### config.mk
export PLATFORM = sky130hd
export DESIGN_NAME = edit_distance_engine
export DESIGN_NICKNAME = d
export VERILOG_FILES = /design/src/sv/edt_pkg.sv /design/src/sv/edit_distance_engine.sv /design/src/sv/edt_ctrl.sv /design/src/sv/edt_dpath.sv
export VERILOG_INCLUDE_DIRS = /design/src /design/src/sv
export SDC_FILE = /design/constraint.sdc
export NUM_CORES = 2
export LEC_CHECK = 0
export BUFFER_PORTS_ARGS = -buffer_cell sky130_fd_sc_hd__buf_2
export CAP_MARGIN = 20
export CORE_MARGIN = 3
export CORE_UTILIZATION = 25
export DETAILED_ROUTE_END_ITERATION = 8
export PLACE_DENSITY = 0.44
export SLEW_MARGIN = 30
export SYNTH_ARGS = -nofsm -noshare
export SYNTH_HDL_FRONTEND = slang
export SYNTH_SLANG_ARGS = --single-unit
export TNS_END_PERCENT = 30
### constraint.sdc
create_clock -name clock -period 18.05 [get_ports clock]
set_input_delay 3.61 -clock clock [delete_from_list [all_inputs] [get_ports clock]]
set_output_delay 3.61 -clock clock [all_outputs]
set_load 0.02 [all_outputs]
### src/sv/edit_distance_engine_macros.svh
// Assertion macros for the edit distance engine.
// Each macro takes a label, clock, reset, antecedent, consequent and message.
`ifndef EDIT_DISTANCE_ENGINE_MACROS_SVH
`define EDIT_DISTANCE_ENGINE_MACROS_SVH

`ifndef NO_ASSERTIONS

`define EDT_ASSERT_SAME(label, clk, rst, ante, cons, msg) \
   label: assert property (@(posedge clk) disable iff (rst) (ante) |-> (cons)) \
      else $error(msg);

`define EDT_ASSERT_NEXT(label, clk, rst, ante, cons, msg) \
   label: assert property (@(posedge clk) disable iff (rst) (ante) |=> (cons)) \
      else $error(msg);

`else

`define EDT_ASSERT_SAME(label, clk, rst, ante, cons, msg)

`define EDT_ASSERT_NEXT(label, clk, rst, ante, cons, msg)

`endif

`endif

### src/sv/edt_pkg.sv
`default_nettype none

package edt_pkg;

   localparam int MAX_LEN_DEF = 64;

   localparam int OP_W        = 2;
   localparam int SYM_W       = 8;
   localparam int DIST_W      = 7;
   localparam int RSP_DATA_W  = 8;

   localparam logic [OP_W-1:0] OP_FIRST   = 2'd0;
   localparam logic [OP_W-1:0] OP_SECOND  = 2'd1;
   localparam logic [OP_W-1:0] OP_COMPUTE = 2'd2;

   localparam logic [DIST_W-1:0] DIST_MAX = 7'd127;

   // Commands from the controller to the datapath.
   typedef struct packed {
      logic load_first;
      logic load_second;
      logic start;
      logic init_step;
      logic row_start;
      logic cell_read;
      logic cell_write;
      logic finish;
   } edt_cmd_type;

   // Status from the datapath back to the controller.
   typedef struct packed {
      logic empty;
      logic col_end;
      logic row_end;
      logic out_free;
   } edt_status_type;

endpackage

`default_nettype wire

### src/sv/edit_distance_engine.sv
// Edit distance engine: Levenshtein distance between two byte strings with
// unit costs for insert, delete and substitute.
// Requests arrive on the req_ channel. The opcode in req_tuser appends the
// byte in req_tdata to the first or the second string, or asks for the
// distance. Bytes beyond MAX_LEN per string are dropped and remembered.
// A compute request yields one result on the rsp_ channel: the distance in
// rsp_tdata (saturated at 127) and a truncation flag in rsp_tuser. Both
// strings and the flag are then cleared. An unused opcode is ignored.
// An append leaves the block in its idle state, so it stays ready. A
// compute request first seeds the single-ported row memory one row
// entry at a time, then does a read and then a write for each cell of
// the table. When either string is empty it goes straight to the result.
// The result sits in an output register; if the receiver stalls, the
// engine keeps accepting appends and waits only when the next result
// is ready to leave. Reset clears both lengths, the truncation flag and
// the output valid; string and row memories are not cleared.

`default_nettype none

`include "edit_distance_engine_macros.svh"

module edit_distance_engine
   import edt_pkg::*;
#(
   parameter int MAX_LEN = MAX_LEN_DEF
)
(
   input  wire logic                  clock,
   input  wire logic                  reset,
   input  wire logic                  req_tvalid,
   output logic                       req_tready,
   input  wire logic [SYM_W-1:0]      req_tdata,   // [7:0] symbol
   input  wire logic [OP_W-1:0]       req_tuser,   // [1:0] opcode
   output logic                       rsp_tvalid,
   input  wire logic                  rsp_tready,
   output logic [RSP_DATA_W-1:0]      rsp_tdata,   // [6:0] distance, [7] zero
   output logic                       rsp_tuser    // [0] truncated
);

   edt_cmd_type    cmd;
   edt_status_type status;

   // The controller sequences seeding, rows and cells of the table.
   edt_ctrl u_ctrl (
      .clock      (clock),
      .reset      (reset),
      .req_tvalid (req_tvalid),
      .req_tuser  (req_tuser),
      .req_tready (req_tready),
      .status     (status),
      .cmd        (cmd)
   );

   // The datapath holds the strings, the cost row and the result register.
   edt_dpath #(
      .MAX_LEN (MAX_LEN)
   ) u_dpath (
      .clock      (clock),
      .reset      (reset),
      .req_tdata  (req_tdata),
      .cmd        (cmd),
      .status     (status),
      .rsp_tready (rsp_tready),
      .rsp_tvalid (rsp_tvalid),
      .rsp_tdata  (rsp_tdata),
      .rsp_tuser  (rsp_tuser)
   );

   // A compute request always keeps the engine busy for the next cycle.
   `EDT_ASSERT_NEXT(a_compute_busy, clock, reset, req_tvalid && req_tready && req_tuser == OP_COMPUTE, !req_tready, "engine ready right after a compute request")

   // An append never takes the engine out of the ready state.
   `EDT_ASSERT_NEXT(a_append_ready, clock, reset, req_tvalid && req_tready && (req_tuser == OP_FIRST || req_tuser == OP_SECOND), req_tready, "engine not ready after an append")

   // A distance never exceeds the longest string the engine can hold.
   `EDT_ASSERT_SAME(a_dist_range, clock, reset, rsp_tvalid, 32'(rsp_tdata) <= MAX_LEN, "distance beyond string capacity")

endmodule

`default_nettype wire

### src/sv/edt_ctrl.sv
`default_nettype none

module edt_ctrl
   import edt_pkg::*;
(
   input  wire logic           clock,
   input  wire logic           reset,
   input  wire logic           req_tvalid,
   input  wire logic [OP_W-1:0] req_tuser,
   output logic                req_tready,
   input  wire edt_status_type status,
   output edt_cmd_type         cmd
);

   localparam logic [2:0] ST_IDLE = 3'd0;
   localparam logic [2:0] ST_INIT = 3'd1;
   localparam logic [2:0] ST_ROW  = 3'd2;
   localparam logic [2:0] ST_CRD  = 3'd3;
   localparam logic [2:0] ST_CWR  = 3'd4;
   localparam logic [2:0] ST_FIN  = 3'd5;

   logic [2:0] state_ff;
   logic [2:0] state_in;

   assign req_tready = (state_ff == ST_IDLE);

   always_comb begin
      state_in = state_ff;
      cmd      = '0;
      case (state_ff)
         ST_IDLE: begin
            if (req_tvalid) begin
               case (req_tuser)
                  OP_FIRST:  cmd.load_first  = 1'b1;
                  OP_SECOND: cmd.load_second = 1'b1;
                  OP_COMPUTE: begin
                     cmd.start = 1'b1;
                     state_in  = status.empty ? ST_FIN : ST_INIT;
                  end
                  default: ;
               endcase
            end
         end
         ST_INIT: begin
            cmd.init_step = 1'b1;
            if (status.row_end) begin
               state_in = ST_ROW;
            end
         end
         ST_ROW: begin
            cmd.row_start = 1'b1;
            state_in      = ST_CRD;
         end
         ST_CRD: begin
            cmd.cell_read = 1'b1;
            state_in      = ST_CWR;
         end
         ST_CWR: begin
            cmd.cell_write = 1'b1;
            if (status.row_end) begin
               state_in = status.col_end ? ST_FIN : ST_ROW;
            end else begin
               state_in = ST_CRD;
            end
         end
         ST_FIN: begin
            if (status.out_free) begin
               cmd.finish = 1'b1;
               state_in   = ST_IDLE;
            end
         end
         default: state_in = ST_IDLE;
      endcase
   end

   always_ff @(posedge clock) begin
      if (reset) begin
         state_ff <= ST_IDLE;
      end else begin
         state_ff <= state_in;
      end
   end

endmodule

`default_nettype wire

### src/sv/edt_dpath.sv
`default_nettype none

module edt_dpath
   import edt_pkg::*;
#(
   parameter int MAX_LEN = MAX_LEN_DEF
)
(
   input  wire logic                  clock,
   input  wire logic                  reset,
   input  wire logic [SYM_W-1:0]      req_tdata,
   input  wire edt_cmd_type           cmd,
   output edt_status_type             status,
   input  wire logic                  rsp_tready,
   output logic                       rsp_tvalid,
   output logic [RSP_DATA_W-1:0]      rsp_tdata,
   output logic                       rsp_tuser
);

   localparam int LEN_W = $clog2(MAX_LEN + 1);
   localparam int AW    = (MAX_LEN > 1) ? $clog2(MAX_LEN) : 1;
   localparam int CW    = (LEN_W > DIST_W) ? LEN_W : DIST_W;

   // String and row stores.
   logic [SYM_W-1:0] first_text_ff  [MAX_LEN];
   logic [SYM_W-1:0] second_text_ff [MAX_LEN];
   logic [LEN_W-1:0] row_costs_ff   [MAX_LEN+1];

   logic [SYM_W-1:0] first_q_ff;
   logic [SYM_W-1:0] second_q_ff;
   logic [LEN_W-1:0] row_q_ff;

   logic [LEN_W-1:0] len1_ff, len1_in;
   logic [LEN_W-1:0] len2_ff, len2_in;
   logic             ovf_ff,  ovf_in;
   logic [LEN_W-1:0] i_ff,    i_in;
   logic [LEN_W-1:0] j_ff,    j_in;
   logic [LEN_W-1:0] left_ff, left_in;
   logic [LEN_W-1:0] diag_ff, diag_in;
   logic             valid_ff, valid_in;
   logic [DIST_W-1:0] dist_ff, dist_in;
   logic             trunc_ff, trunc_in;

   logic             first_full, second_full;
   logic             first_we, second_we;
   logic             row_we;
   logic [LEN_W-1:0] row_wa;
   logic [LEN_W-1:0] row_wd;

   logic [LEN_W:0]   above_p1, left_p1, sub_cost, min_ab, min_all;
   logic [LEN_W-1:0] cell_cost;
   logic [CW-1:0]    wide_dist;
   logic [DIST_W-1:0] sat_dist;

   assign first_full  = (len1_ff == LEN_W'(MAX_LEN));
   assign second_full = (len2_ff == LEN_W'(MAX_LEN));
   assign first_we    = cmd.load_first  && !first_full;
   assign second_we   = cmd.load_second && !second_full;

   // One cell of the recurrence: minimum of delete, insert and substitute.
   assign above_p1  = {1'b0, row_q_ff} + 1'b1;
   assign left_p1   = {1'b0, left_ff} + 1'b1;
   assign sub_cost  = {1'b0, diag_ff} + {{LEN_W{1'b0}}, (first_q_ff != second_q_ff)};
   assign min_ab    = (above_p1 < left_p1) ? above_p1 : left_p1;
   assign min_all   = (min_ab < sub_cost) ? min_ab : sub_cost;
   assign cell_cost = min_all[LEN_W-1:0];

   assign wide_dist = CW'(left_ff);
   assign sat_dist  = (wide_dist > CW'(DIST_MAX)) ? DIST_MAX : wide_dist[DIST_W-1:0];

   assign status.empty    = (len1_ff == '0) || (len2_ff == '0);
   assign status.row_end  = (j_ff == len2_ff);
   assign status.col_end  = (i_ff == len1_ff);
   assign status.out_free = !valid_ff || rsp_tready;

   always_comb begin
      len1_in  = len1_ff;
      len2_in  = len2_ff;
      ovf_in   = ovf_ff;
      i_in     = i_ff;
      j_in     = j_ff;
      left_in  = left_ff;
      diag_in  = diag_ff;
      valid_in = valid_ff;
      dist_in  = dist_ff;
      trunc_in = trunc_ff;
      row_we   = 1'b0;
      row_wa   = '0;
      row_wd   = '0;

      if (cmd.load_first) begin
         if (first_full) begin
            ovf_in = 1'b1;
         end else begin
            len1_in = len1_ff + 1'b1;
         end
      end
      if (cmd.load_second) begin
         if (second_full) begin
            ovf_in = 1'b1;
         end else begin
            len2_in = len2_ff + 1'b1;
         end
      end
      if (cmd.start) begin
         i_in    = LEN_W'(1);
         j_in    = '0;
         left_in = (len1_ff == '0) ? len2_ff : len1_ff;
      end
      if (cmd.init_step) begin
         row_we = 1'b1;
         row_wa = j_ff;
         row_wd = j_ff;
         j_in   = j_ff + 1'b1;
      end
      if (cmd.row_start) begin
         row_we  = 1'b1;
         row_wa  = '0;
         row_wd  = i_ff;
         diag_in = i_ff - 1'b1;
         left_in = i_ff;
         j_in    = LEN_W'(1);
      end
      if (cmd.cell_write) begin
         row_we  = 1'b1;
         row_wa  = j_ff;
         row_wd  = cell_cost;
         left_in = cell_cost;
         diag_in = row_q_ff;
         if (j_ff == len2_ff) begin
            i_in = i_ff + 1'b1;
         end else begin
            j_in = j_ff + 1'b1;
         end
      end
      if (valid_ff && rsp_tready) begin
         valid_in = 1'b0;
      end
      if (cmd.finish) begin
         valid_in = 1'b1;
         dist_in  = sat_dist;
         trunc_in = ovf_ff;
         len1_in  = '0;
         len2_in  = '0;
         ovf_in   = 1'b0;
      end
   end

   always_ff @(posedge clock) begin
      if (first_we) begin
         first_text_ff[len1_ff[AW-1:0]] <= req_tdata;
      end
      if (cmd.row_start) begin
         first_q_ff <= first_text_ff[AW'(i_ff - 1'b1)];
      end
   end

   always_ff @(posedge clock) begin
      if (second_we) begin
         second_text_ff[len2_ff[AW-1:0]] <= req_tdata;
      end
      if (cmd.cell_read) begin
         second_q_ff <= second_text_ff[AW'(j_ff - 1'b1)];
      end
   end

   always_ff @(posedge clock) begin
      if (row_we) begin
         row_costs_ff[row_wa] <= row_wd;
      end
      if (cmd.cell_read) begin
         row_q_ff <= row_costs_ff[j_ff];
      end
   end

   always_ff @(posedge clock) begin
      if (reset) begin
         len1_ff  <= '0;
         len2_ff  <= '0;
         ovf_ff   <= 1'b0;
         valid_ff <= 1'b0;
      end else begin
         len1_ff  <= len1_in;
         len2_ff  <= len2_in;
         ovf_ff   <= ovf_in;
         valid_ff <= valid_in;
      end
   end

   always_ff @(posedge clock) begin
      i_ff     <= i_in;
      j_ff     <= j_in;
      left_ff  <= left_in;
      diag_ff  <= diag_in;
      dist_ff  <= dist_in;
      trunc_ff <= trunc_in;
   end

   assign rsp_tvalid = valid_ff;
   assign rsp_tdata  = RSP_DATA_W'(dist_ff);
   assign rsp_tuser  = trunc_ff;

endmodule

`default_nettype wire
Word level (Yosys, flattened, before mapping)
Memory sizes are Yosys's and may differ from the RTL's. A register that Yosys moved wholly into a read port is not among the register bits.
Index checks and enable logic that the tools add are counted.
- register bits: 55
- bits in writable memories: 1479
- bits of input ports: 14
- output and inout port bits: 11
- logic and storage cells: 118
- memories kept: 3
- memories (name ; depth ; width ; rd ports ; clocked after memory_dff ; wr ports ; line ; RTL):
    u_dpath.first_text_ff ; 64 ; 8 ; 1 ; 1 ; 1 ; edt_dpath.sv:25 ; logic [SYM_W-1:0] first_text_ff [MAX_LEN];
    u_dpath.second_text_ff ; 64 ; 8 ; 1 ; 1 ; 1 ; edt_dpath.sv:26 ; logic [SYM_W-1:0] second_text_ff [MAX_LEN];
    u_dpath.row_costs_ff ; 65 ; 7 ; 1 ; 1 ; 1 ; edt_dpath.sv:27 ; logic [LEN_W-1:0] row_costs_ff [MAX_LEN+1];
- add/subtract/negate cells: 9
- $lt $le $gt $ge: 3
- eq/ne operators: 16
- muxes and demuxes: 55
- bitwise logic cells: 2
- reductions and logical operators: 19
- operators with widths (kind ; count):
    7-bit 2-to-1 mux ; 20
    7-bit by 1-bit adder with 7-bit output (second input constant) ; 4
    3-bit 2-to-1 mux ; 9
    1-bit 2-to-1 mux ; 24
    3-bit case mux with 6 select lines ; 1
    7-bit by 1-bit adder with 8-bit output (second input constant) ; 2
    8-bit less-than comparator ; 2
    7-bit equality test ; 2
    7-bit equality test (second input constant) ; 2
    7-bit zero test ; 2
    7-bit by 1-bit adder with 8-bit output ; 1
    8-bit 2-to-1 mux ; 1
    8-bit != test ; 1
    7-bit greater-than comparator (second input constant) ; 1
    7-bit by 1-bit subtractor with 7-bit output (second input constant) ; 1
    3-bit by 2-bit equality test with 1-bit output (second input constant) ; 2
    3-bit equality test (second input constant) ; 2
    2-bit != test (second input constant) ; 3
    6-bit by 1-bit subtractor with 6-bit output (second input constant) ; 1
    2-bit AND reduction ; 2
    4-bit AND reduction ; 1
    2-bit nonzero test ; 2
    3-bit by 1-bit equality test with 1-bit output (second input constant) ; 1
    1-bit logical AND ; 3
    other kinds (10) ; 14

Logic depth before layout (Yosys ltp)
- depth after elaboration: 9
- mapped depth: 19
- mapped depth without buffers: 19

Hierarchy
Synthesis repeated with hierarchy kept, for this count alone.
- cell total of the unflattened synthesis: 2925
- area, all modules: 61899.4 µm²
- modules (own cells, without submodules) (module ; times used ; cells an instance ; area an instance (µm²) ; seq. area each (µm²)):
    edt_dpath ; 1 ; 2888 ; 61577.8 ; 46364.5
    edt_ctrl ; 1 ; 37 ; 321.6 ; 60.1

Least setup slack after synthesis
OpenSTA, ideal clock, no wires.
- path kind: reg-to-reg
- start point: register u_dpath.row_q_ff[0], read port of u_dpath.row_costs_ff
- end point: memory u_dpath.row_costs_ff[0][2] (netlist name), data pin
- arrival: 6582 ps
- data required time: 17341 ps
- setup slack: 10758 ps
- cell stages (with the launch flop): 19
- buffers on the path: 0
- clock period less this slack: 7292 ps
- cells stage by stage: edfxtp_1 ha_1 nand3_1 nor2_1 xnor2_1 inv_1 ha_1 nand2_1 a211oi_1 nor4_1 a22oi_1 mux2_2 ha_1 and3_1 o22ai_1 or2_2 o31ai_2 mux2i_1 o21ai_0
- longest elaborated chain between the ends: 6
- ends and longest elaborated chain (item ; line ; RTL):
    start: declaration ; edt_dpath.sv:31 ; logic [LEN_W-1:0] row_q_ff;
    7-bit by 1-bit adder with 8-bit output * ; edt_dpath.sv:61 ; assign above_p1 = {1'b0, row_q_ff} + 1'b1;
    8-bit less-than comparator ; edt_dpath.sv:64 ; assign min_ab = (above_p1 < left_p1) ? above_p1 : left_p1;
    8-bit 2-to-1 mux * ; edt_dpath.sv:64 ;
    8-bit less-than comparator ; edt_dpath.sv:65 ; assign min_all = (min_ab < sub_cost) ? min_ab : sub_cost;
    7-bit 2-to-1 mux * ; edt_dpath.sv:65 ;
    7-bit 2-to-1 mux * ; edt_dpath.sv:124 ; if (cmd.cell_write) begin
    via u_dpath.row_wd[2] ; edt_dpath.sv:48 ; logic [LEN_W-1:0] row_wd;
    end: declaration ; edt_dpath.sv:27 ;
Mark *: on every way through the listed nets, which the timed path passes. The rest lies on a longest branch.

Worst setup path in the final report
- start point: input req_tuser[1]
- end point: memory u_dpath.first_text_ff[3][0] (enable)
- longest elaborated chain between the ends: 7
- ends and longest elaborated chain (item ; line ; RTL):
    start: declaration ; edit_distance_engine.sv:33 ; input wire logic [OP_W-1:0] req_tuser,
    2-bit zero test ; edt_ctrl.sv:33 ; case (req_tuser)
    1-bit 2-to-1 mux ; edt_ctrl.sv:33 ;
    3-bit 2-to-1 mux ; edt_ctrl.sv:32 ; if (req_tvalid) begin
    3-bit 2-to-1 mux ; edt_ctrl.sv:30 ; case (state_ff)
    1-bit logical AND ; edt_dpath.sv:57 ; assign first_we = cmd.load_first && !first_full;
    1-bit 2-to-1 mux ; edt_dpath.sv:150 ; if (first_we) begin
    1-bit 2-to-1 mux (implied by the code) ; edt_dpath.sv:151 ; first_text_ff[len1_ff[AW-1:0]] <= req_tdata;
    end: declaration ; edt_dpath.sv:25 ;
Every way passes these cells.

==> out/metrics.cfg <==
[cts]
htreeDepth = 4
cts_root_buffer = clkbuf_16
clk_pin_slew_ns = 0.06
clock_sinks = 1557
tritoncts.num_buffers = 164
cts_resized = 0
clock_latency_ns = 0.79
cts_tree = done
cts_hold_buf = 0
clk_path_buf_depth = 3
post_cts_buffers = 0

[setup_path]
cp_slowest_cell = nor2_1
cp.required_ns = 18.44
reg2reg_from = u_dpath.row_q_ff[0]$_DFFE_PP_
worst_path_most_repeated_cell = nor2_1
r2r_setup_slack_ns = 12.17
cp_num_cells = 6
cp-end-kind = flip-flop
cp_max_fo = 8
worstReg2RegEnd = u_dpath.row_costs_ff[53][2]$_DFFE_PP_
crit_family = simple AND/OR/NAND/NOR gates
worst-path-buf-inv = 1
crit_chain = buf_2, and3b_1, nand3b_1, nor2_1, nand3_1, nor2_1
worstPathArrival_ns = 6.50
cp-start-kind = input port
worstSetupPathType = in -> reg
r2r_cells = 19
crit_path_max_incr_delay_ns = 0.85

[drt]
wl_per_cell_um = 25.47
postRouteAntennaNets = 0
first_iter_violations = 2436
drc = 0
first_pass_iters = 5
wl_um = 160600
via_count = 28720
vias_per_cell = 4.552

[logic_synthesis]
synthFlopType = edfxtp_1
synth_cell_types = 57
synth_warnings = 0
syn_area_mm2 = 0.06174
synth_cells = 2889
synth_nets = 2928
yosysTopAreaCell = edfxtp_1
synth_seq_cells = 1557
synth_top_cell_area_share_pct = 74.13
synthTopCellsByArea = edfxtp_1, mux4_2, nor2_1
yosysSeqAreaShare_pct = 75.20
synthArstFlopShare_pct = 0
avgSynthCellArea_um2 = 21.37
synth_edf_count = 1524

[final_layout]
drive_gt1_share_pct = 26.83
final_area_mm2 = 0.07132
area_delta_synth_final_pct = 15.53
fin_nets = 3007

[power]
vdd_drop_max_mv = 0.1294
leakagePower_nw = 21.68
power_density_mw_per_mm2 = 156.7

[grt]
first_global_vias = 29800
grt_pass1_wl_um = 232200
grtUsageTotal_pct = 12.67
overflow = 0
antenna_found_initial = 0
grt_max_degree = 108

[sta]
max_slew_margin_pct = 33.56
final.period_utilization_pct = 33.81
clock.fmax_mhz = 163.9
drv_slew = 0
rsz0062_at_grt = no
setup_violations = 0
setup_tns_ns = 0
skew_ns = 0.04284
tightest_slew_ns = 0.9967
period_needed_ns = 6.102
final_hold_viol_count = 0

[floorplan]
start_util_pct = 25.26
pin_count = 25
dieHeight_um = 502.9
dieArea_mm2 = 0.2529
rows = 181
core_area_mm2 = 0.2444
die_w_um = 502.9

[placement]
place_hpwl_um = 99250
io_buffers = 23
place.gp.congestion = 0.7588
placed_area_mm2 = 0.06576

[hold_path]
worst_hold_path.endpoint = u_dpath.rsp_tuser$_DFFE_PP_
hold-path-cell-count = 0
holdCritStartpoint = u_dpath.ovf_ff$_SDFF_PP0_
hold_path_class = reg -> reg

[run]
cap_violations = 0

[run_status]
outcome = completed

-- synth_stat cells, drive strengths merged, types with 6 or more instances --
| cell type | instances |
|---|---|
| edfxtp | 1524 |
| mux4 | 475 |
| nor2 | 252 |
| clkbuf | 92 |
| buf | 69 |
| nand2 | 58 |
| nand3 | 39 |
| xor2 | 36 |
| dfxtp | 33 |
| a21oi | 32 |
| inv | 26 |
| ha | 25 |
| xnor2 | 24 |
| mux2i | 19 |
| o21ai | 19 |
| nor3 | 16 |
| nor2b | 14 |
| nand4 | 13 |
| a211oi | 11 |
| nand3b | 10 |
| mux2 | 9 |
| nor4 | 9 |
| a22oi | 8 |
| o211ai | 6 |
| or2 | 6 |
| or3 | 6 |
-- cell usage in the layout (no fill, tap or decap), types with 13 or more instances in the layout --
cell type  synthesis  final
clkinv_2           0     27
dfxtp_1           33     28
nor2b_1           14     13
buf_4              4     53
clkbuf_1          92     36
nand2_1           58     58
xor2_1            36     33
clkbuf_16          0    168
o21ai_0           19     18
bufinv_16          0     20
xnor2_1           24     21
clkinv_1           0     28
mux4_2           475    475
nand3_1           39     34
buf_2             40     15
edfxtp_1        1524   1524
nor3_1            15     14
inv_1             26     26
ha_1              25     23
nor2_1           252    251
nand4_1           13     13
mux2i_1           19     19
a21oi_1           32     32
-- flip-flops by register name (all words and copies together) (netlist names) --
signal	count
u_ctrl.state_ff	3
u_dpath.rsp_tvalid	1
u_dpath.rsp_tuser	1
u_dpath.row_q_ff	7
u_dpath.len1_ff	7
u_dpath.second_text_ff	512
u_dpath.dist_ff	7
u_dpath.row_costs_ff	455
u_dpath.ovf_ff	1
u_dpath.i_ff	7
u_dpath.diag_ff	7
u_dpath.left_ff	7
u_dpath.first_text_ff	512
u_dpath.first_q_ff	8
u_dpath.len2_ff	7
u_dpath.second_q_ff	8
u_dpath.j_ff	7
-- power by group --
part           switching (mW)  internal, mW
Sequential              0.107          4.22
Combinational            1.88          1.50
Clock                    1.44          2.02
-- metal layers --
metal	vias up	wire length (um)	global-route usage (%)
met2	715	76340	20.19
met3	193	7384	2.317
met5	-	0	0
li1	12170	-	-
met1	15640	74260	18.09
met4	0	2655	2.588
-- per-stage QoR --
stage	power [mW]	hold WS (ns)	instances	worst slack, ns	util (%)
6_report	11.17	0.4412	6308	11.95	29.19
5_1_grt	11.66	0.4634	6307	11.66	29.19
4_1_cts	11.36	0.4441	6305	11.90	29.17
3_5_place_dp	7.872	0.4272	6002	11.05	26.91
3_3_place_gp	7.876	0.4226	6001	11.08	26.89
2_1_floorplan	6.602	0.4090	2889	10.76	-
-- how the worst max path moves through the flow --
stage,slack [ns],to,startpoint
floorplan,10.76,u_dpath.row_costs_ff[0][2]$_DFFE_PP_,u_dpath.row_q_ff[0]$_DFFE_PP_
global placement,11.08,u_dpath.first_text_ff[3][2]$_DFFE_PP_,req_tuser[1]
detailed placement,11.05,u_dpath.first_text_ff[3][5]$_DFFE_PP_,req_tuser[1]
CTS,11.90,u_dpath.first_text_ff[3][0]$_DFFE_PP_,req_tuser[1]
global route,11.66,u_dpath.row_costs_ff[51][2]$_DFFE_PP_,u_dpath.row_q_ff[0]$_DFFE_PP_
finish,11.95,u_dpath.first_text_ff[3][0]$_DFFE_PP_,req_tuser[1]
-- worst register-to-register path, delay by kind of cell (launching register included) --
kind	cells	cell delay (ns)
xor+xnor	1	0.15
buf+inv	2	0.63
flops	1	0.54
compound gates	5	1.67
mux	2	0.68
simple gates	6	1.00
fa+ha+maj	3	0.84
-- logic make-up (layout without fill, tap and decap cells) --
family                     Yosys count  after routing  share of synthesized area [%]
muxes                              503            503                          17.80
DFF                               1557           1557                          75.20
other                                1              2                       0.006074
buffers and inverters              187            403                          1.255
and+or+nand+nor                    451            451                          3.283
AOI/OAI and AO/OA                  105            105                          1.100
adders and majority gates           25             25                         0.5067
xor gates and xnor gates            60             60                         0.8512
-- final cells by class --
class                      count  area, um2
fill                       23700     173000
timing repair buffer          74      581.8
tap                         3202       4006
antenna                        1      2.502
inverter                      26      97.59
sequential                  1557      46440
clock buffer                 207       4380
multi-input combinational   1145      14680
clock inverter                96       1136
No activity file was read; power rests on OpenSTA's default activity.
